<file path="src/rtl/assert_macros.svh">
// assertion macros used by the rtl top level
`ifndef ASSERT_MACROS_SVH
`define ASSERT_MACROS_SVH

// same-cycle implication, disabled while reset is asserted
`define TCR_ASSERT_NOW(lbl, clk, rst_n, ante, cons, msg) \
	lbl: assert property (@(posedge clk) disable iff (!(rst_n)) (ante) |-> (cons)) \
		else $error(msg);

// next-cycle implication, disabled while reset is asserted
`define TCR_ASSERT_NEXT(lbl, clk, rst_n, ante, cons, msg) \
	lbl: assert property (@(posedge clk) disable iff (!(rst_n)) (ante) |=> (cons)) \
		else $error(msg);

`endif

</file>
<file path="src/rtl/tcr_pkg.sv">
// types, constants and lookup functions for the text cell renderer
`default_nettype none
package tcr_pkg;

	typedef enum logic [1:0] {
		OP_CELL   = 2'd0,
		OP_RASTER = 2'd1,
		OP_FONT   = 2'd2,
		OP_COLOUR = 2'd3
	} op_t;

	typedef struct packed {
		logic [7:0] chr;
		logic [7:0] attr;
	} cell_t;

	localparam int MapDepth = 256;
	localparam int MapAw    = 8;

	localparam logic [7:0] GLYPH_SPACE      = 8'd32;
	localparam logic [7:0] GLYPH_NUL        = 8'd0;
	localparam logic [7:0] GLYPH_BLANK      = 8'd255;
	localparam logic [7:0] GLYPH_LIGHT      = 8'd176;
	localparam logic [7:0] GLYPH_MEDIUM     = 8'd177;
	localparam logic [7:0] GLYPH_DARK       = 8'd178;
	localparam logic [7:0] GLYPH_FULL       = 8'd219;
	localparam logic [7:0] GLYPH_LOWER_HALF = 8'd220;
	localparam logic [7:0] GLYPH_UPPER_HALF = 8'd223;
	localparam logic [7:0] HIGH_NIBBLE      = 8'hf0;

	localparam logic [3:0] MODE_RESET = 4'd8;
	localparam int FLAG_DROP_DARK  = 0;
	localparam int FLAG_HALF_MED   = 1;
	localparam int FLAG_BRIGHT_MED = 3;

	// perceived intensity of each of the sixteen palette colors
	function automatic logic [3:0] luma(input logic [3:0] color);
		logic [3:0] l;
		case (color)
			4'd0:    l = 4'd0;
			4'd1:    l = 4'd1;
			4'd2:    l = 4'd6;
			4'd3:    l = 4'd7;
			4'd4:    l = 4'd3;
			4'd5:    l = 4'd4;
			4'd6:    l = 4'd9;
			4'd7:    l = 4'd10;
			4'd8:    l = 4'd1;
			4'd9:    l = 4'd2;
			4'd10:   l = 4'd9;
			4'd11:   l = 4'd10;
			4'd12:   l = 4'd5;
			4'd13:   l = 4'd6;
			4'd14:   l = 4'd13;
			default: l = 4'd15;
		endcase
		return l;
	endfunction

	function automatic logic [7:0] swap_nibbles(input logic [7:0] a);
		return {a[3:0], a[7:4]};
	endfunction

endpackage
`default_nettype wire

</file>
<file path="src/rtl/tcr_raster.sv">
// picks a half block or shade cell for an upper/lower color pair
`default_nettype none
module tcr_raster (
	input  wire logic [7:0]   upper,
	input  wire logic [7:0]   lower,
	output tcr_pkg::cell_t    cell_o
);
	import tcr_pkg::*;

	logic [5:0] uw, dw;

	// weight: low nibble plus three times high nibble
	assign uw = 6'(luma(upper[3:0])) + 6'(luma(upper[7:4])) * 6'd3;
	assign dw = 6'(luma(lower[3:0])) + 6'(luma(lower[7:4])) * 6'd3;

	always_comb begin
		if ({1'b0, uw} >= {dw, 1'b0}) begin
			cell_o.chr  = GLYPH_UPPER_HALF;
			cell_o.attr = {lower[7:4], upper[7:4]};
		end else if ({1'b0, dw} >= {uw, 1'b0}) begin
			cell_o.chr  = GLYPH_LOWER_HALF;
			cell_o.attr = {upper[7:4], lower[7:4]};
		end else begin
			cell_o.chr  = GLYPH_LIGHT;
			cell_o.attr = upper | lower;
		end
	end

endmodule
`default_nettype wire

</file>
<file path="config.mk">
export PLATFORM = sky130hd
export DESIGN_NAME = tcr_raster
export DESIGN_NICKNAME = d
export VERILOG_FILES = /design/src/rtl/assert_macros.svh /design/src/rtl/tcr_pkg.sv /design/src/rtl/tcr_raster.sv
export SDC_FILE = /design/constraint.sdc
export NUM_CORES = 1
export LEC_CHECK = 0
export ABC_AREA = 1
export BUFFER_PORTS_ARGS = -buffer_cell sky130_fd_sc_hd__buf_4
export CORE_MARGIN = 1
export CORE_UTILIZATION = 45
export DETAILED_ROUTE_END_ITERATION = 10
export GPL_ROUTABILITY_DRIVEN = 1
export GPL_TIMING_DRIVEN = 0
export PLACE_DENSITY = 0.68
export SLEW_MARGIN = 20
export SYNTH_ARGS = -nofsm -noshare
export SYNTH_HDL_FRONTEND = slang
export SYNTH_SLANG_ARGS = --single-unit
</file>
<file path="constraint.sdc">
create_clock -name vclk -period 11.4
set_clock_uncertainty 0.1 [all_clocks]
set_input_delay 1.14 -clock vclk [all_inputs]
set_output_delay 1.14 -clock vclk [all_outputs]
set_load 0.02 [all_outputs]
</file>
; After elaboration in Yosys (flattened, before gate mapping)
; Memory sizes are Yosys's and may differ from the RTL's.
; Cells that the tools add are included.
[word_totals]
n_memories = 4
rom_bits = 256
output_inout_bits = 16
word_cells = 13
input_bits = 16
ff_bits = 0
[op_classes]
add_sub_neg = 2
n_mux = 2
mul = 2
bitwise = 1
magnitude_cmp = 2
[mem_list]
columns = name, words, width, read_ports, rd_ports_with_merged_regs, wr, line
row1 = (no name shown), 16, 4, 1, 0, 0, tcr_pkg.sv:39  ; case (color)
row2 = (no name shown), 16, 4, 1, 0, 0, tcr_pkg.sv:39
row3 = (no name shown), 16, 4, 1, 0, 0, tcr_pkg.sv:39
row4 = (no name shown), 16, 4, 1, 0, 0, tcr_pkg.sv:39
[ops]
columns = op, n
row1 = 2-to-1 mux 15 bit, 2
row2 = greater-or-equal comparator 6 x 7 -> 1 bit, 2
row3 = adder 4 x 6 -> 6 bit, 2
row4 = "multiplier 4 x 2 -> 6 bit, second input constant", 2
row5 = bitwise OR 8 bit, 1

; Longest topological paths before layout
; Gate-level depths: netlist (run 1).
; An unclocked memory read counts as a cell.
[depth]
depth_word = 6
depth_mapped = 26
mapped_depth_nobuf = 25

; Worst setup path after synthesis (run 1)
; OpenSTA, ideal clock, no wires.
[synth_timing]
path_kind = in2out
from = input port lower[5]
to = output port cell_o[11] (netlist name)
slack_ps = 5923
n_path_buf = 1
required_time_ps = 10160
cell_stages = 19
t_arrival_ps = 4237
path_cell_list = inv_1 -> ha_1 -> nand2_1 -> a31oi_1 -> xor2_1 -> ha_1 -> ha_1 -> fa_1 -> xor2_2 -> ha_1 -> a21oi_1 -> nor2_1 -> nor2_1 -> nand2_1 -> inv_1 -> nand2_4 -> nand2_4 -> nand2_2 -> buf_4
[synth_lines]
columns = item, line
row1 = "start, declared", tcr_raster.sv:5  ; input wire logic [7:0] lower,
row2 = "end, declared", tcr_raster.sv:6  ; output tcr_pkg::cell_t cell_o

==> impl_metrics.ini, run 1 <==
[route]
wirelength_mm = 3.20
wl_per_cell_um = 9.82
post-route-drc-count = 0
via_per_inst = 4.71
vias = 1535
drt.antenna.violating_nets = 0
drt_iter0_drc = 101
dr.pass1.iters = 4

[critical_path]
crit_slowest_cell = fa_1
critPathCaptureType = output pin
crit_buf_inv = 5
crit_fanout = 6
arrival_ps = 4650
start_kind = primary input
critPathMostFrequentCell = ha_1
critPathKind = primary input to output pin
crit_path_max_incr_delay_ps = 440
worstPathCellList = buf_4, inv_1, ha_1, nand2_1, a31oi_1, xor2_1, ha_1, ha_1, fa_1, xor2_2, ha_1, a21oi_1, nor2_1, nor2_1, nand2_1, inv_1, nand2_4, nand2_4, nand2_2, buf_4, buf_4
cpLargestDelayFamily = adder cells
worstPathRequired_ps = 10160

[sta]
finalCritPeriodShare = 0.517
maxClockFrequency_mhz = 170
maxSlewViolCount = 0
tns_ps = 0
finalHoldViolCount = 0
rsz0062_at_grt = no
period_minus_slack_ps = 5890
layout_setup_ws_ps = 5510
setup_viol = 0

[layout]
fin_nets = 331
layout_commonest_cell = nand2_1
seqCellArea_sq_um = 0
n_antenna_cell = 0
instances_no_fill = 326
final_util = 0.567
finalInstanceArea_sq_um = 1760
final_cell_mix = nand2_1 (73), inv_1 (45), buf_4 (33)
design.seq.count = 0
syn2layout_area_growth_pct = 18.1
layout-drive-gt1-share = 0.216
clkbuf_count = 0

[synth]
syn-cell-area_sq_um = 1490
ys_types = 24
ys_warn_count = 0
yosysSeqAreaShare = 0
synth.avg_cell_area_sq_um = 5.89
syn_inst = 253

[placement]
dpl.hpwl_mm = 2.78
gp_congestion = 0.771
place_area_sq_um = 1760
numPortBuffers = 28
dp_cells = 326
pre_cts_slack_ps = 5520

[pwr]
cellPowerDensity_nw_per_um2 = 231
peakVddDrop_mv = 0.106
power_leakage_uw = 0.00113

[floorplanning]
die_area_sq_um = 3540
ios = 32
fp.dieW_um = 59.5
initial_core_util = 0.480
core_area_sq_um = 3100
die_h_um = 59.5
core.rowCount = 20

[clocking]
cts_resized = 0
cts_hold_buf = 0
post_cts_buffers = 0

[global_route]
gr-total-overflow = 0
grt_usage = 0.193
first_global_vias = 1304
grt_max_degree = 11
antenna_found_initial = 0
grt_pass1_wl_mm = 5.49

[run]
cap_violations = 0

[worst_hold_path]
holdPathStages = 4
min_to = cell_o[5]
holdCritPathClass = primary input to output pin
hp-start = lower[5]

[run_status]
status = completed
[how the worst max path moves through the flow]
| stage | cells after the start | endpoint | from |
|---|---|---|---|
| after floorplan | 19 | cell_o[11] | lower[5] |
| final | 21 | cell_o[14] | lower[5] |
| after CTS | 21 | cell_o[14] | lower[5] |
| after global routing | 26 | cell_o[7] | lower[5] |
| after detailed placement | 21 | cell_o[14] | lower[5] |
| after global placement | 21 | cell_o[11] | lower[5] |
[metal layers]
layer	GRT usage	vias up	part of all wire
met5	0	-	0
met4	0.0133	0	0
met3	0.00655	0	0.037
met2	0.335	30	0.45
met1	0.274	658	0.51
li1	-	847	-
[logic make-up (layout without fill, tap and decap cells)]
logic type | after synthesis | in the layout | synth area share
xor+xnor | 7 | 7 | 0.0462
fa+ha+maj | 31 | 31 | 0.276
other cells | 1 | 2 | 0.00252
buf+inv | 59 | 87 | 0.174
compound gates | 30 | 30 | 0.113
simple gates | 125 | 125 | 0.388
[Yosys cell counts]
cell type   n  area, sq um
buf_6       2         22.5
nand3_1    24          120
nor2_1     10         37.5
o21bai_1    4         30.0
a21oi_1     7         35.0
nand2_1    73          274
buf_4       5         37.5
inv_2       5         18.8
or2_2       1         6.26
nand2_4     3         33.8
inv_4       1         6.26
nand2_2     9         56.3
ha_1       28          350
conb_1      1         3.75
o21ai_0    14         70.1
fa_1        3         60.1
a31oi_1     3         18.8
nand3_2     5         50.1
buf_2       1         5.00
xor2_2      1         16.3
xor2_1      5         43.8
xnor2_1     1         8.76
a21o_1      2         15.0
inv_1      45          169
[power breakdown]
part | total [uW] | switching (uW) | internal, uW
registers | 0 | 0 | 0
logic | 405 | 237 | 169
clock network | 0 | 0 | 0
total | 405 | 237 | 169
[area by class of cell]
class | count | area [sq um]
plain buffers | 8 | 65.1
multi-input cells | 195 | 1230
repair buffers | 28 | 210
well taps | 44 | 55.1
inverters | 51 | 194
fillers | 358 | 1350
[metrics by stage]
step | power [uW] | hold slack, ps
2_1_floorplan | 289 | 2350
3_3_place_gp | 402 | 2500
3_5_place_dp | 408 | 2500
4_1_cts | 409 | 2500
5_1_grt | 456 | 2520
6_report | 405 | 2500
Note: power is estimated with default switching activity, not from simulation.
==> run 2: changes to the inputs <==
--- a/config.mk
+++ b/config.mk
@@ -5,7 +5,7 @@
 export SDC_FILE = /design/constraint.sdc
 export NUM_CORES = 1
 export LEC_CHECK = 0
-export ABC_AREA = 1
+export ABC_AREA = 0
 export BUFFER_PORTS_ARGS = -buffer_cell sky130_fd_sc_hd__buf_4
 export CORE_MARGIN = 1
 export CORE_UTILIZATION = 45
==> constraint.sdc (replaced) <==
create_clock -name vclk -period 6.05
set_clock_uncertainty 0.1 [all_clocks]
set_input_delay 0.605 -clock vclk [all_inputs]
set_output_delay 0.605 -clock vclk [all_outputs]
set_load 0.02 [all_outputs]
==> impl_metrics.ini, run 2 <==
[run_status]
status = completed

[pwr]
power_leakage_uw = 0.000908
cellPowerDensity_nw_per_um2 = 501
peakVddDrop_mv = 0.250

[route]
drt_iter0_drc = 69
wirelength_mm = 3.37
post-route-drc-count = 0
via_per_inst = 5.35
dr.pass1.iters = 4
vias = 1376
drt.antenna.violating_nets = 0
wl_per_cell_um = 13.1

[sta]
tns_ps = 0
layout_setup_ws_ps = 575
rsz0062_at_grt = no
tightest_slew_ps = 492
relSlewSlack = 0.669
setup_viol = 0
finalHoldViolCount = 0
maxSlewViolCount = 0
maxClockFrequency_mhz = 183
period_minus_slack_ps = 5480
finalCritPeriodShare = 0.905

[run]
cap_violations = 0

[critical_path]
crit_slowest_cell = o21ai_0
start_kind = primary input
critPathKind = primary input to output pin
arrival_ps = 4770
critPathCaptureType = output pin
crit_buf_inv = 6
crit_path_max_incr_delay_ps = 410
crit_fanout = 8
worstPathRequired_ps = 5340
cpLargestDelayFamily = compound AO/OA/AOI/OAI gates
worstPathCellList = buf_4, inv_1, ha_1, nand2_1, o21ai_0, o21ai_0, xor2_1, ha_1, o21bai_1, ha_1, a21o_1, a21oi_1, xnor2_1, inv_1, ha_1, inv_1, a211oi_1, a41oi_1, and3_4, inv_4, a21o_4, o221ai_2, buf_4
critPathMostFrequentCell = ha_1

[floorplanning]
ios = 32
die_h_um = 59.1
initial_core_util = 0.477
core_area_sq_um = 3080
die_area_sq_um = 3490
core.rowCount = 20
fp.dieW_um = 59.1

[synth]
syn-cell-area_sq_um = 1470
synth_most_common_cell = ha_1
synthAdderAreaFrac = 0.280
syn_inst = 185
synth-xor-area-share = 0.0827
synth.area.mux_share = 0.0673
synth_top_area_share = 0.239
synth.avg_cell_area_sq_um = 7.93
synth-compound-area-share = 0.315
ys_warn_count = 0
synth_area_leaders = ha_1 (24%), inv_1 (5.9%), o21ai_0 (4.8%), xor2_1 (4.8%), nand2_1 (4.3%)
ys_types = 44
yosysTopAreaCell = ha_1
synth_common_cells = ha_1 (28), inv_1 (23), nand2_1 (17)
synthSimpleGateAreaFrac = 0.121
synth_top_family_by_area = compound AO/OA/AOI/OAI gates
yosysSeqAreaShare = 0

[placement]
dpl.hpwl_mm = 2.90
dp_cells = 257
pre_cts_slack_ps = 613
numPortBuffers = 27
place_area_sq_um = 1730
gp_congestion = 0.831

[layout]
fin_nets = 262
syn2layout_area_growth_pct = 17.8
finalInstanceArea_sq_um = 1730
layout-drive-gt1-share = 0.272
final_util = 0.562
instances_no_fill = 257
layout_commonest_cell = buf_4
design.seq.count = 0
final_cell_mix = buf_4 (33), ha_1 (28), inv_1 (23)
clkbuf_count = 0
seqCellArea_sq_um = 0
n_antenna_cell = 0

[global_route]
antenna_found_initial = 0
grt_usage = 0.213
grt_pass1_wl_mm = 5.98
first_global_vias = 1321
gr-total-overflow = 0
grt_max_degree = 11

[clocking]
post_cts_buffers = 0
cts_resized = 0
cts_hold_buf = 0

[worst_hold_path]
holdCritPathClass = primary input to output pin
-- run 2: changes by cell type after synthesis, sizes merged, moves of 3 or more --
cell and delta:
o221ai +5, a22o +4, inv -27, a21o +5, nand3 -29, xor2 +3
nand2 -68, mux2i +8, xnor2 +3, buf +3
-- run 2: final cells by class --
type | instances | area, sq um
timing repair buffer | 27 | 203
inverter | 24 | 92.6
tap | 44 | 55.1
fill | 308 | 1350
multi-input combinational | 151 | 1280
buffer | 11 | 101
-- run 2: kinds of logic after synthesis --
group | after synthesis
compound gates | 59
simple gates | 37
buf+inv | 35
fa+ha+maj | 31
xor+xnor | 13
mux | 9
other cells | 1
-- run 2: metrics by stage --
| step | total power (uW) | hold WS, ps |
|---|---|---|
| after floorplan | 601 | 1260 |
| after global placement | 838 | 1480 |
| after detailed placement | 865 | 1490 |
| after CTS | 870 | 1490 |
| after global routing | 948 | 1510 |
| final | 867 | 1490 |
-- run 2: final timing paths --
path / slack [ps] / end / start / cells after the start
max: 570 / cell_o[2] / lower[5] / 23
min: 1490 / cell_o[5] / lower[5] / 3
-- run 2: layer usage --
metal	track usage	part of all wire	vias to the layer above
li1	-	-	708
met1	0.304	0.50	630
met2	0.359	0.45	36
met3	0.0175	0.045	2
met4	0.0238	0.0062	0
met5	0	0	-
-- run 2: tightest hold or removal path: stages --
cell and delay [ps]:
buf_4 110, a22o_1 130, buf_4 130
-- run 2: report_power, final --
| group | switching [uW] | total [uW] | internal [uW] | leakage, uW |
|---|---|---|---|---|
| registers | 0 | 0 | 0 | 0 |
| logic | 479 | 867 | 388 | 0.000908 |
| clock network | 0 | 0 | 0 | 0 |
==> run 3: changes to the inputs <==
--- a/config.mk
+++ b/config.mk
@@ -6,13 +6,14 @@
 export NUM_CORES = 1
 export LEC_CHECK = 0
 export ABC_AREA = 0
-export BUFFER_PORTS_ARGS = -buffer_cell sky130_fd_sc_hd__buf_4
+export BUFFER_PORTS_ARGS = -buffer_cell sky130_fd_sc_hd__buf_2
 export CORE_MARGIN = 1
 export CORE_UTILIZATION = 45
 export DETAILED_ROUTE_END_ITERATION = 10
 export GPL_ROUTABILITY_DRIVEN = 1
 export GPL_TIMING_DRIVEN = 0
-export PLACE_DENSITY = 0.68
+export MAX_ROUTING_LAYER = met4
+export PLACE_DENSITY = 0.71
 export SLEW_MARGIN = 20
 export SYNTH_ARGS = -nofsm -noshare
 export SYNTH_HDL_FRONTEND = slang
==> constraint.sdc (replaced) <==
create_clock -name vclk -period 4.9
set_clock_uncertainty 0.1 [all_clocks]
set_input_delay 0.49 -clock vclk [all_inputs]
set_output_delay 0.49 -clock vclk [all_outputs]
set_load 0.02 [all_outputs]
==> impl_metrics.ini, run 3 (synthesized netlist as in run 2, its figures left out) <==
[placement]
numPortBuffers = 27
place_area_sq_um = 1660
dpl.hpwl_mm = 2.61
gp_congestion = 0.852
dp_cells = 257

[pwr]
power.total_uw = 1120
power_leakage_uw = 0.000935
internal_power_uw = 505
clkPwrFrac = 0
peakVddDrop_mv = 0.266
combPwrFrac = 1.000
power_switching_uw = 617
swShare = 0.550
seq_power_share = 0
cellPowerDensity_nw_per_um2 = 603

[route]
met3_length_um = 139
drt-met1-wl_mm = 1.54
via_per_inst = 5.34
wl_per_cell_um = 12.8
dr.pass1.iters = 4
wl_met2_mm = 1.68
post-route-drc-count = 0
vias = 1400
wirelength_mm = 3.36
drt.antenna.violating_nets = 0
top_layer = met3
drt_iter0_drc = 53

[run]
cap_violations = 0

[layout]
design.seq.count = 0
finalInstanceArea_sq_um = 1860
fin_nets = 267
fillerInstances = 301
syn2layout_area_growth_pct = 26.8
seqCellArea_sq_um = 0
final_cell_mix = ha_1 (24), inv_1 (21), buf_2 (17)
final_util = 0.604
layout_commonest_cell = ha_1
n_antenna_cell = 0
multi_input_area_sq_um = 1400
clkbuf_count = 0
instances_no_fill = 262
layout-drive-gt1-share = 0.372

[global_route]
grt_max_degree = 11
grt_usage = 0.189
gr-total-overflow = 0
grt_pass1_wl_mm = 5.15
antenna_found_initial = 0
first_global_vias = 1193

[critical_path]
worstPathRequired_ps = 4310
crit_fanout = 6
critPathCaptureType = output pin
start_kind = primary input
critPathKind = primary input to output pin
arrival_ps = 4200
critPathLaunch = upper[5]

[sta]
setup_viol = 0
maxClockFrequency_mhz = 209
finalCritPeriodShare = 0.977
period_minus_slack_ps = 4790
maxSlewViolCount = 0
finalHoldViolCount = 0

[floorplanning]
fp.dieW_um = 59.1
ios = 32
die_h_um = 59.1
die_area_sq_um = 3490
core_area_sq_um = 3080
core.rowCount = 20
initial_core_util = 0.477

[worst_hold_path]
hp-start = upper[5]
holdCritPathClass = primary input to output pin

[run_status]
status = completed
## run 3: per-stage QoR
step | hold WS, ps | setup WS (ps) | setup TNS (ps)
floorplan | 1030 | 273 | 0
global placement | 1270 | -270 | -2630
detailed placement | 1270 | -323 | -3410
CTS | 1250 | 1.90 | 0
global route | 1260 | -89.7 | -638
finish | 1230 | 114 | 0
## run 3: metal layers
metal	up-vias	track usage
li1	718	-
met1	650	0.282
met2	32	0.304
met3	0	0.00218
met4	0	0
met5	-	-
## run 3: path summary, 6_finish.rpt
| kind | endpoint | slack (ps) | depth (start not counted) |
|---|---|---|---|
| setup / recovery | cell_o[6] | 110 | 20 |
| hold / removal | cell_o[1] | 1230 | 4 |
## run 3: timing repair
| item | 4_1_cts | 5_1_grt |
|---|---|---|
| pin swaps | 2 | 12 |
| endpoints found under the setup margin | 14 | 14 |
| hold buffers | 0 | 0 |
| resized for setup | 10 | 30 |
| setup buffers | 3 | 2 |
## run 3: worst max-delay path, cell delays in order
cell      delay, ps
buf_6           100
inv_2            50
ha_1            160
mux2_2          260
nand2_2          80
o21ai_4          70
xor2_1          150
ha_1            330
ha_4            180
fa_2            390
a21o_2          190
a21o_1          220
ha_4            290
inv_1            50
a211oi_4        270
a41oi_2         150
and3_4          230
buf_4           140
a22o_1          250
buf_6           140
## run 3: area by class of cell
cell class,count,area share
multi-input cells,151,0.751
inverters,24,0.0511
well taps,44,0.0296
repair buffers,32,0.114
plain buffers,11,0.0545
## run 3: power by group through the flow
stage	Sequential [uW]	Clock, uW	Combinational (uW)
floorplan	0	0	742
global placement	0	0	962
detailed placement	0	0	968
CTS	0	0	1030
global route	0	0	1210
finish	0	0	1120
