===== src/rtl/assert_macros.svh =====
// assertion macros used by the rtl top level
`ifndef ASSERT_MACROS_SVH
`define ASSERT_MACROS_SVH

// same-cycle implication, disabled while reset is asserted
`define TCR_ASSERT_NOW(lbl, clk, rst_n, ante, cons, msg) \
	lbl: assert property (@(posedge clk) disable iff (!(rst_n)) (ante) |-> (cons)) \
		else $error(msg);

// next-cycle implication, disabled while reset is asserted
`define TCR_ASSERT_NEXT(lbl, clk, rst_n, ante, cons, msg) \
	lbl: assert property (@(posedge clk) disable iff (!(rst_n)) (ante) |=> (cons)) \
		else $error(msg);

`endif


===== src/rtl/tcr_pkg.sv =====
// types, constants and lookup functions for the text cell renderer
`default_nettype none
package tcr_pkg;

	typedef enum logic [1:0] {
		OP_CELL   = 2'd0,
		OP_RASTER = 2'd1,
		OP_FONT   = 2'd2,
		OP_COLOUR = 2'd3
	} op_t;

	typedef struct packed {
		logic [7:0] chr;
		logic [7:0] attr;
	} cell_t;

	localparam int MapDepth = 256;
	localparam int MapAw    = 8;

	localparam logic [7:0] GLYPH_SPACE      = 8'd32;
	localparam logic [7:0] GLYPH_NUL        = 8'd0;
	localparam logic [7:0] GLYPH_BLANK      = 8'd255;
	localparam logic [7:0] GLYPH_LIGHT      = 8'd176;
	localparam logic [7:0] GLYPH_MEDIUM     = 8'd177;
	localparam logic [7:0] GLYPH_DARK       = 8'd178;
	localparam logic [7:0] GLYPH_FULL       = 8'd219;
	localparam logic [7:0] GLYPH_LOWER_HALF = 8'd220;
	localparam logic [7:0] GLYPH_UPPER_HALF = 8'd223;
	localparam logic [7:0] HIGH_NIBBLE      = 8'hf0;

	localparam logic [3:0] MODE_RESET = 4'd8;
	localparam int FLAG_DROP_DARK  = 0;
	localparam int FLAG_HALF_MED   = 1;
	localparam int FLAG_BRIGHT_MED = 3;

	// perceived intensity of each of the sixteen palette colors
	function automatic logic [3:0] luma(input logic [3:0] color);
		logic [3:0] l;
		case (color)
			4'd0:    l = 4'd0;
			4'd1:    l = 4'd1;
			4'd2:    l = 4'd6;
			4'd3:    l = 4'd7;
			4'd4:    l = 4'd3;
			4'd5:    l = 4'd4;
			4'd6:    l = 4'd9;
			4'd7:    l = 4'd10;
			4'd8:    l = 4'd1;
			4'd9:    l = 4'd2;
			4'd10:   l = 4'd9;
			4'd11:   l = 4'd10;
			4'd12:   l = 4'd5;
			4'd13:   l = 4'd6;
			4'd14:   l = 4'd13;
			default: l = 4'd15;
		endcase
		return l;
	endfunction

	function automatic logic [7:0] swap_nibbles(input logic [7:0] a);
		return {a[3:0], a[7:4]};
	endfunction

endpackage
`default_nettype wire


===== src/rtl/tcr_norm.sv =====
// cell normalization: collapse, flip, mode-driven medium substitution and glyph removal
`default_nettype none
module tcr_norm (
	input  wire tcr_pkg::cell_t cell_i,
	input  wire logic [3:0]   flags,
	output tcr_pkg::cell_t    cell_o
);
	import tcr_pkg::*;

	logic [7:0] ch, c, a;
	logic [3:0] fg, bg;

	assign ch = cell_i.chr;

	always_comb begin
		fg = cell_i.attr[3:0];
		bg = cell_i.attr[7:4];
		c  = ch;
		a  = cell_i.attr;

		if (ch == GLYPH_SPACE || ch == GLYPH_NUL || ch == GLYPH_BLANK) begin
			fg = bg;
		end else if (ch == GLYPH_FULL) begin
			bg = fg;
		end

		if (fg == bg) begin
			if (fg[3]) begin
				c = GLYPH_FULL;
				a = {4'd0, fg};
			end else begin
				c = GLYPH_SPACE;
				a = {fg, 4'd0};
			end
		end else if (ch >= GLYPH_LOWER_HALF && ch <= GLYPH_UPPER_HALF) begin
			if (a[7] && luma(bg) > luma(fg)) begin
				// upper and lower halves mirror by inverting the two low bits
				c = ch ^ 8'd3;
				a = swap_nibbles(a);
			end
			if (flags[FLAG_HALF_MED]) begin
				c = GLYPH_MEDIUM;
			end
		end else if (ch >= GLYPH_LIGHT && ch <= GLYPH_DARK) begin
			if (a[7] || luma(bg) > luma(fg)) begin
				if (ch == GLYPH_LIGHT) begin
					c = GLYPH_DARK;
				end else if (ch == GLYPH_DARK) begin
					c = GLYPH_LIGHT;
				end
				a = swap_nibbles(a);
				if (a[7] && flags[FLAG_BRIGHT_MED] && c == GLYPH_LIGHT) begin
					c = GLYPH_MEDIUM;
				end
			end
		end

		if ((c == GLYPH_DARK || c == GLYPH_FULL) && flags[FLAG_DROP_DARK]) begin
			c = (c == GLYPH_DARK) ? GLYPH_LIGHT : GLYPH_SPACE;
			a = swap_nibbles(a);
		end
	end

	assign cell_o.chr  = c;
	assign cell_o.attr = a;

endmodule
`default_nettype wire


===== config.mk =====
export PLATFORM = sky130hd
export DESIGN_NAME = tcr_norm
export DESIGN_NICKNAME = d
export VERILOG_FILES = /design/src/rtl/assert_macros.svh /design/src/rtl/tcr_pkg.sv /design/src/rtl/tcr_norm.sv
export SDC_FILE = /design/constraint.sdc
export NUM_CORES = 1
export LEC_CHECK = 0
export ABC_CLOCK_PERIOD_IN_PS = 14600
export BUFFER_PORTS_ARGS = -buffer_cell sky130_fd_sc_hd__buf_4
export CORE_ASPECT_RATIO = 0.7
export CORE_MARGIN = 10
export CORE_UTILIZATION = 50
export DETAILED_ROUTE_END_ITERATION = 12
export GPL_TIMING_DRIVEN = 0
export PLACE_DENSITY = 0.77
export REMOVE_ABC_BUFFERS = 1
export SETUP_SLACK_MARGIN = 0.02
export SLEW_MARGIN = 20
export SYNTH_ARGS = -nofsm -noshare
export SYNTH_HDL_FRONTEND = slang
export SYNTH_SLANG_ARGS = --single-unit

===== constraint.sdc =====
create_clock -name vclk -period 14.6
set_clock_uncertainty 0.05 [all_clocks]
set_input_delay 2.92 -clock vclk [all_inputs]
set_output_delay 2.92 -clock vclk [all_outputs]
set_load 0.01 [all_outputs]

Yosys cells after proc, flatten, opt, wreduce, memory -nomap -nowiden:

Memories as Yosys holds them, arrays and structs flattened.
Cells that the tools add are included.

* register bits after elaboration: 0
* latch bits: 0
* RAM bits: 0
* bits in read-only memories: 256
* word-level logic and storage cells: 67
* memories: 4

Memory list
* (name not given): words 16, width 4, read ports 1, clocked after Yosys merged registers in 0, wr ports 0, RTL line tcr_pkg.sv:39 `case (color)`
* (name not given): words 16, width 4, read ports 1, clocked after Yosys merged registers in 0, wr ports 0, RTL line tcr_pkg.sv:39
* (name not given): words 16, width 4, read ports 1, clocked after Yosys merged registers in 0, wr ports 0, RTL line tcr_pkg.sv:39
* (name not given): words 16, width 4, read ports 1, clocked after Yosys merged registers in 0, wr ports 0, RTL line tcr_pkg.sv:39

* add/subtract/negate cells: 0
* $mul: 0
* divide/modulo/power cells: 0
* order comparisons: 6
* equal/unequal tests: 9
* shift operators: 0
* mux-type cells: 36
* bitwise logic cells: 1
* reduce and logical (&&, ||, !) cells: 11

Operator list (count)
* $mux W8: 22
* $eq A8 B8 Y1 const B: 7
* $mux W4: 13
* $ge A8 B8 Y1 const B: 2
* $le A8 B8 Y1 const B: 2
* $eq A8 B6 Y1 const B: 1
* $gt A4 B4 Y1: 2
* $logic_not A8 Y1: 1
* $logic_and A1 B1 Y1: 6
* $eq A4 B4 Y1: 1
* $logic_or A1 B1 Y1: 4
* $mux W2: 1
* $not A2 Y2: 1

Longest topological paths before layout:

Gate-level depths: netlist of run 1.
An unclocked memory read counts as a cell.

* word-level depth: 25
* depth in mapped cells: 19
* depth with buffers taken out: 17

Worst setup path after synthesis of run 1:

No wires, ideal clock.

* kind: in2out
* from: in cell_i[10] (netlist name)
* to: out cell_o[4] (netlist name)
* data arrival time: 6912 ps
* data required time: 11630 ps
* slack: 4718 ps
* stages on the path: 18
* buffers on the path: 2
* path through: buf_6 or3_4 nand2b_2 and2_1 clkbuf_1 mux2i_1 ha_1 nor2_1 a211oi_1 a21oi_1 ha_1 nand3b_1 a21boi_0 o21ai_1 o311ai_2 mux2i_1 o21ai_1 a221o_1

RTL lines
* start, declared: RTL line tcr_norm.sv:4 `input wire tcr_pkg::cell_t cell_i,`
* end, declared: RTL line tcr_norm.sv:6 `output tcr_pkg::cell_t cell_o`

==> flow_metrics.env, run 1 <==
export IMPL_outcome="completed"
export IMPL_setup_tns_ns=0
export IMPL_clkbuf_count=0
export IMPL_ios=36
export IMPL_place_gp_congestion=0.8877
export IMPL_cp_arrival_ns=7.82
export IMPL_synth_area_um2=1254
export IMPL_clkPwrFrac_pct=0
export IMPL_routedWlPerCell_um=17.55
export IMPL_syn_area_per_cell_um2=7.247
export IMPL_final_hold_viol_count=0
export IMPL_port_buffers=35
export IMPL_cts_setup_buffers=0
export IMPL_p_sw_share_pct=54.06
export IMPL_syn_to_final_growth_pct=21.36
export IMPL_nets=231
export IMPL_drv_cap=0
export IMPL_final_cell_mix="35 x buf_4, 19 x nor2_1, 14 x a21oi_1, 13 x nand2_1, 10 x mux2i_1"
export IMPL_drive_gt1_share_pct=28.22
export IMPL_dr_total_vias=1551
export IMPL_n_antenna_cell=0
export IMPL_setup_viol=0
export IMPL_dp_hpwl_um=3431
export IMPL_grt_remaining_overflow=0
export IMPL_drtPass1Iterations=5
export IMPL_min_delay_start="cell_i[15]"
export IMPL_grt_max_degree=13
export IMPL_path_max_fanout=8
export IMPL_hold_buffers=0
export IMPL_post_drt_via_cell_ratio=6.572
export IMPL_dp_slack_ns=3.910
export IMPL_slew_headroom_pct=44.56
export IMPL_period_share_pct=73.94
export IMPL_core_area_um2=2421
export IMPL_crit_start="cell_i[15]"
export IMPL_antenna_found_initial=0
export IMPL_cts_repair_resize_count=0
export IMPL_seq_cell_count=0
export IMPL_hp_class="input pin to primary output"
export IMPL_synth_cells=173
export IMPL_switchingPower_w=0.00002916
export IMPL_fmax_mhz=92.64
export IMPL_first_global_vias=1384
export IMPL_dieArea_um2=4942
export IMPL_drc=0
export IMPL_synth_cell_types=54
export IMPL_ys_seq_area_share_pct=0
export IMPL_first_iter_violations=205
export IMPL_criticalPathCategory="input pin to primary output"
export IMPL_finalMaxSlewViolations=0
export IMPL_register_area_um2=0
export IMPL_p_per_area_nw_per_um2=35.45
export IMPL_rows=15
export IMPL_combPwrFrac_pct=100.0
export IMPL_whs_endpoint="cell_o[15]"
export IMPL_fp_dieH_um=61.90
export IMPL_period_needed_ns=10.79
export IMPL_gr_usage_all_layers_pct=15.98
export IMPL_antenna_left=0
export IMPL_whs_path_depth=3
export IMPL_crit_required_ns=11.63
export IMPL_fill_cells=217
export IMPL_setup_ws_ns=3.805
export IMPL_grt_pass1_wl_um=6534
export IMPL_tightest_slew_ns=0.8303
export IMPL_wirelength_um=4142
export IMPL_cp_end_kind="primary output"
export IMPL_seqPwrFrac_pct=0
export IMPL_peakVddDrop_v=0.00001701
export IMPL_p_int_w=0.00002478
export IMPL_rsz0062_at_grt="no"
export IMPL_yosys_warnings=0
export IMPL_start_util_pct=51.78
export IMPL_leakagePower_nw=0.6360
export IMPL_final_common_cell="buf_4"
export IMPL_fp_dieW_um=79.85
export IMPL_cp_start_kind="input pin"
stage by stage:
stage	utilization (%)	hold slack [ns]	area, um2	total power (W)	std cells
detailed placement	62.84	6.123	1521	0.00005324	236
CTS	62.84	6.128	1521	0.00005347	236
global placement	62.84	6.120	1521	0.00005109	236
finish	62.84	6.126	1521	0.00005394	236
global route	62.84	6.154	1521	0.00005907	236
floorplan	-	5.916	1216	0.00003173	167
cell type report:
class	count	area [um2]	share of cell area, %
Multi-Input combinational cell	164	1205	79.19
Tap cell	34	42.54	2.796
Inverter	3	11.26	0.7401
Timing Repair Buffer	35	262.8	17.27
critical path, stage by stage:
cell      delay [ns]
buf_4           0.12
nand3_1         0.20
or3_1           0.44
and2_1          0.28
mux2i_1         0.51
ha_1            0.25
nor2_1          0.05
a211oi_1        0.25
a21oi_1         0.10
ha_1            0.23
nand3b_1        0.17
a21boi_0        0.32
o21ai_1         0.25
o211a_1         0.31
o311ai_2        0.51
a211o_1         0.44
mux2_4          0.34
buf_4           0.14
power by group through the flow:
| stage | Clock (W) | Sequential [W] | Combinational (W) |
|---|---|---|---|
| detailed placement | 0 | 0 | 0.0000532 |
| CTS | 0 | 0 | 0.0000535 |
| global route | 0 | 0 | 0.0000591 |
| finish | 0 | 0 | 0.0000539 |
| floorplan | 0 | 0 | 0.0000317 |
| global placement | 0 | 0 | 0.0000511 |
worst max-delay path by stage:
stage,to,slack (ns),cells after the start
2_1_floorplan,cell_o[0],4.83,17
3_3_place_gp,cell_o[3],4.14,18
3_5_place_dp,cell_o[2],3.91,18
4_1_cts,cell_o[2],3.91,18
5_1_grt,cell_o[2],3.45,19
6_report,cell_o[2],3.81,18
cells by family after synthesis:
| logic type | share of synthesized area, % |
|---|---|
| muxes | 16.37 |
| AOI/OAI and AO/OA | 38.83 |
| adders and majority gates | 6.986 |
| xor gates and xnor gates | 3.493 |
| buffers and inverters | 3.892 |
| and+or+nand+nor | 30.44 |
routing by layer:
layer  share of wire [%]  vias up  track usage [%]
met4                0.43        0            1.000
met5                   0        -                0
met1                  45      728            21.77
met2                  46       77            27.82
met3                 8.7        4            1.580
li1                    -      742                -
synth_stat cells (all sizes together) (3+ instances only):
cell type / count / area share [%]
ha: 7 / 7.0
inv: 3 / 0.90
o31ai: 3 / 1.8
o21ai: 11 / 4.4
nor4: 4 / 3.2
a21oi: 14 / 5.6
xnor2: 5 / 3.5
nand3: 7 / 2.8
mux2i: 11 / 9.8
or3: 4 / 2.8
mux2: 6 / 6.6
o311ai: 3 / 3.3
nor3: 3 / 1.2
nor2: 19 / 5.7
a211oi: 6 / 4.0
a31oi: 3 / 1.5
a21o: 5 / 3.0
nand2: 14 / 4.4
a221o: 3 / 2.4
clkbuf: 4 / 1.2
or2: 4 / 2.0
nor3b: 4 / 2.4
o211a: 3 / 2.4
(Power assumes the default switching activity.)
==> inputs of run 2 (changes only) <==
ABC_AREA = 1   (was not set)
ABC_CLOCK_PERIOD_IN_PS = 9600   (was 14600)
PLACE_DENSITY = 0.78   (was 0.77)
clock period = 9.6 ns   (was 14.6 ns; I/O delays follow)
==> flow_metrics.env, run 2 <==
export IMPL_final_cell_mix="96 x nand2_1, 50 x nand3_1, 36 x inv_1, 35 x buf_4, 26 x o21ai_0"
export IMPL_seq_cell_count=0
export IMPL_grt_remaining_overflow=0
export IMPL_grt_pass1_wl_um=7652
export IMPL_grt_max_degree=20
export IMPL_dr_total_vias=1986
export IMPL_setup_tns_ns=0
export IMPL_tightest_slew_ns=0.9840
export IMPL_fp_dieW_um=84.92
export IMPL_wirelength_um=4465
export IMPL_dieArea_um2=5558
export IMPL_slowest_stage="nand3_1"
export IMPL_synth_compound_area_share_pct=17.73
export IMPL_cp_end_kind="primary output"
export IMPL_synthSimpleGateAreaFrac_pct=63.53
export IMPL_crit_start="cell_i[8]"
export IMPL_slowest_delay_ns=0.41
export IMPL_setup_viol=0
export IMPL_hp_class="input pin to primary output"
export IMPL_synthMuxAreaShare_pct=0
export IMPL_dpl_cell_count=363
export IMPL_hold_buffers=0
export IMPL_antenna_left=0
export IMPL_slew_headroom_pct=34.05
export IMPL_drc=0
export IMPL_crit_required_ns=7.63
export IMPL_core_area_um2=2803
export IMPL_final_cells=363
export IMPL_drv_cap=0
export IMPL_place_gp_congestion=0.9335
export IMPL_cts_repair_resize_count=0
export IMPL_rows=16
export IMPL_antenna_found_initial=0
export IMPL_yosys_warnings=0
export IMPL_n_antenna_cell=0
export IMPL_synth_area_um2=1475
export IMPL_cp_arrival_ns=5.90
export IMPL_multiInputGateArea_um2=1286
export IMPL_syn_to_final_growth_pct=17.98
export IMPL_ios=36
export IMPL_register_area_um2=0
export IMPL_peakVddDrop_v=0.00001917
export IMPL_rsz0062_at_grt="no"
export IMPL_hold_slack_ns=4.233
export IMPL_gr_usage_all_layers_pct=15.20
export IMPL_yosys_area_top_type="nand2_1"
export IMPL_leakagePower_nw=0.9867
export IMPL_clkbuf_count=0
export IMPL_synth_cells=299
export IMPL_first_global_vias=1673
export IMPL_nets=356
export IMPL_synth_top_family_by_area="simple AND/OR/NAND/NOR gates"
export IMPL_drtPass1Iterations=5
export IMPL_fmax_mhz=127.1
export IMPL_syn_area_per_cell_um2=4.934
export IMPL_crit_top_cell="nand2_1"
export IMPL_path_max_fanout=15
export IMPL_dp_slack_ns=1.842
export IMPL_period_share_pct=81.98
export IMPL_fill_cells=304
export IMPL_final_hold_viol_count=0
export IMPL_drive_gt1_share_pct=18.35
export IMPL_final_common_cell="nand2_1"
export IMPL_outcome="completed"
export IMPL_routedWlPerCell_um=12.30
export IMPL_synth_common_cells="96 x nand2_1, 50 x nand3_1, 36 x inv_1"
export IMPL_p_per_area_nw_per_um2=48.87
export IMPL_synthTopCellsByArea="nand2_1 24%, nand3_1 17%, inv_1 9.2%"
export IMPL_fp_dieH_um=65.45
export IMPL_synth_cell_types=27
export IMPL_cp_start_kind="input pin"
export IMPL_first_iter_violations=201
export IMPL_setup_ws_ns=1.730
export IMPL_synth_top_area_share_pct=24.43
export IMPL_synth_xor_area_share_pct=0
export IMPL_yosys_area_share_adder_pct=5.937
export IMPL_min_delay_start="cell_i[10]"
export IMPL_ys_seq_area_share_pct=0
export IMPL_post_drt_via_cell_ratio=5.471
export IMPL_finalMaxSlewViolations=0
export IMPL_yosysMostFrequentCell="nand2_1"
export IMPL_start_util_pct=52.63
export IMPL_cts_setup_buffers=0
export IMPL_period_needed_ns=7.870
export IMPL_dp_hpwl_um=3713
export IMPL_port_buffers=35
export IMPL_criticalPathCategory="input pin to primary output"
[run 2: metrics by stage]
| step | area (um2) | power (W) | utilization, % |
|---|---|---|---|
| after floorplan | 1433 | 0.00005335 | - |
| after global placement | 1740 | 0.00008308 | 62.10 |
| after detailed placement | 1740 | 0.00008393 | 62.10 |
| after CTS | 1740 | 0.00008430 | 62.10 |
| after global routing | 1740 | 0.00009588 | 62.10 |
| final | 1740 | 0.00008506 | 62.10 |
[run 2: per-layer routing]
layer / wire length [um] / GRT usage, %
met4: 0 / 1.025
met1: 2278 / 23.84
met2: 1714 / 22.18
met5: 0 / 0
met3: 471 / 1.232
[run 2: final timing paths]
kind / endpoint / slack [ns] / cells after the start
worst max-delay path: cell_o[7] / 1.73 / 29
worst min-delay path: cell_o[10] / 4.23 / 6
[run 2: layout make-up]
class	count	area share, %
Inverter	39	8.411
Timing Repair Buffer	35	15.10
Tap cell	36	2.588
Multi-Input combinational cell	253	73.90
[run 2: power by group]
group / total [W] / internal (W) / switching, W
clock: 0 / 0 / 0
combinational: 0.0000851 / 0.0000332 / 0.0000518
sequential: 0 / 0 / 0
total: 0.0000851 / 0.0000332 / 0.0000518
[run 2: kinds of logic (layout without fill, tap and decap cells)]
group	count (synthesis)	count (layout)
simple gates	199	199
compound gates	47	47
buf+inv	46	74
fa+ha+maj	7	7
[run 2: worst max-delay path: cells and delay by family]
kind                     cells  cell delay (ns)
buffers and inverters        5             0.53
AO/OA/AOI/OAI                2             0.36
adder cells (fa/ha/maj)      2             0.57
AND/OR/NAND/NOR             20             2.51
==> inputs of run 3 (changes only) <==
ABC_AREA = 0   (was 1)
ABC_CLOCK_PERIOD_IN_PS = 6700   (was 9600)
PLACE_DENSITY = 0.8   (was 0.78)
clock period = 6.7 ns   (was 9.6 ns; I/O delays follow)
==> flow_metrics.env, run 3 (synthesis results as in run 1) <==
export IMPL_first_iter_violations=271
export IMPL_setup_ws_ns=-0.1002
export IMPL_register_area_um2=0
export IMPL_drv_cap=0
export IMPL_tightest_slew_ns=0.6788
export IMPL_cp_end_kind="primary output"
export IMPL_slew_headroom_pct=54.54
export IMPL_antenna_found_initial=0
export IMPL_seqPwrFrac_pct=0
export IMPL_routedWlPerCell_um=23.87
export IMPL_place_gp_congestion=0.9110
export IMPL_p_per_area_nw_per_um2=82.19
export IMPL_start_util_pct=51.78
export IMPL_violations="setup timing"
export IMPL_clkPwrFrac_pct=0
export IMPL_slowest_stage="o311ai_4"
export IMPL_crit_required_ns=5.31
export IMPL_rsz0062_at_grt="yes"
export IMPL_peakVddDrop_v=0.00004052
export IMPL_dp_hpwl_um=3516
export IMPL_period_needed_ns=6.800
export IMPL_final_hold_viol_count=0
export IMPL_finalMaxSlewViolations=0
export IMPL_fmax_mhz=147.1
export IMPL_final_cell_mix="45 x buf_4, 18 x nor2_1, 10 x nand2_1, 9 x a21oi_1"
export IMPL_final_cells=255
export IMPL_fill_cells=133
export IMPL_drive_gt1_share_pct=48.87
export IMPL_antenna_left=0
export IMPL_clkbuf_count=0
export IMPL_nets=250
export IMPL_leakagePower_nw=0.8053
export IMPL_fp_dieW_um=79.85
export IMPL_setup_tns_ns=-0.4576
export IMPL_rows=15
export IMPL_hp_class="input pin to primary output"
export IMPL_ios=36
export IMPL_whs_endpoint="cell_o[10]"
export IMPL_crit_path_cell_trace="buf_8 -> or3_4 -> nand2b_4 -> and2_4 -> mux2i_4 -> nor2_1 -> a211oi_2 -> a21oi_2 -> ha_1 -> nand3b_1 -> a21boi_4 -> o21ai_4 -> o211a_1 -> o311ai_4 -> a211o_4 -> mux2_4 -> buf_6"
export IMPL_dp_slack_ns=-0.8071
export IMPL_setup_viol=8
export IMPL_fp_dieH_um=61.90
export IMPL_seq_cell_count=0
export IMPL_grt_remaining_overflow=0
export IMPL_p_int_w=0.00007282
export IMPL_drtPass1Iterations=5
export IMPL_post_drt_via_cell_ratio=7.255
export IMPL_n_antenna_cell=0
export IMPL_port_buffers=35
export IMPL_dpl_cell_count=236
export IMPL_slowest_delay_ns=0.46
export IMPL_dieArea_um2=4942
export IMPL_first_global_vias=1583
export IMPL_gr_usage_all_layers_pct=19.29
export IMPL_final_common_cell="buf_4"
export IMPL_combPwrFrac_pct=100.0
export IMPL_cp_start_kind="input pin"
export IMPL_syn_to_final_growth_pct=55.59
export IMPL_outcome="finished, violations left"
export IMPL_switchingPower_w=0.00008751
export IMPL_period_share_pct=101.5
export IMPL_drc=0
export IMPL_grt_max_degree=13
export IMPL_hold_slack_ns=3.006
export IMPL_cp_arrival_ns=5.41
export IMPL_min_delay_start="cell_i[10]"
export IMPL_grt_pass1_wl_um=7803
export IMPL_core_area_um2=2421
export IMPL_whs_path_depth=3
export IMPL_hold_buffers=0
export IMPL_wirelength_um=6088
export IMPL_criticalPathCategory="input pin to primary output"
export IMPL_dr_total_vias=1850
export IMPL_path_max_fanout=10
export IMPL_p_sw_share_pct=54.58
## run 3: worst max path at each step
stage | startpoint | to | slack (ns) | cells past startpoint
after detailed placement | cell_i[15] | cell_o[2] | -0.81 | 19
after CTS | cell_i[13] | cell_o[5] | 0.02 | 17
final | cell_i[11] | cell_o[3] | -0.10 | 17
after global placement | cell_i[10] | cell_o[3] | -0.62 | 18
after floorplan | cell_i[14] | cell_o[0] | 0.09 | 17
after global routing | cell_i[11] | cell_o[3] | -0.18 | 18
## run 3: critical path, delay by kind of cell
family                   cells  cell delay, ns
adder cells (fa/ha/maj)      1            0.25
AND/OR/NAND/NOR              5            1.09
buffers and inverters        2            0.24
multiplexers                 2            0.77
AO/OA/AOI/OAI                7            1.70
## run 3: timing repair
item | 4_1_cts | 5_1_grt
setup buffers | 14 | 5
hold endpoints to repair | 0 | 0
resized for setup | 28 | 33
cloned | 0 | 0
pin swaps | 14 | 21
endpoints found under the setup margin | 14 | 13
## run 3: cell type report
cell class | instances | area, um2 | area share, %
Multi-Input combinational cell | 164 | 1454 | 74.53
Tap cell | 34 | 42.54 | 2.181
Timing Repair Buffer | 54 | 442.9 | 22.71
Inverter | 3 | 11.26 | 0.5773
## run 3: power by group through the flow
stage	clock network, W	logic (W)	registers, W
3_3_place_gp	0	0.000112	0
5_1_grt	0	0.000168	0
6_report	0	0.000160	0
2_1_floorplan	0	0.0000691	0
4_1_cts	0	0.000132	0
3_5_place_dp	0	0.000117	0
## run 3: per-stage QoR
stage	area [um2]	util (%)	total power [W]
3_5_place_dp	1521	62.84	0.0001167
2_1_floorplan	1216	-	0.00006914
3_3_place_gp	1521	62.84	0.0001118
5_1_grt	1951	80.57	0.0001684
4_1_cts	1757	72.56	0.0001320
6_report	1951	80.57	0.0001603
## run 3: routing by layer
layer	track usage, %	wire [um]	vias to the layer above	part of all wire [%]
met3	4.167	709	45	12
met2	33.33	2700	158	44
li1	-	-	782	-
met4	7.750	401	0	6.6
met1	23.06	2278	865	37
met5	0	0	-	0
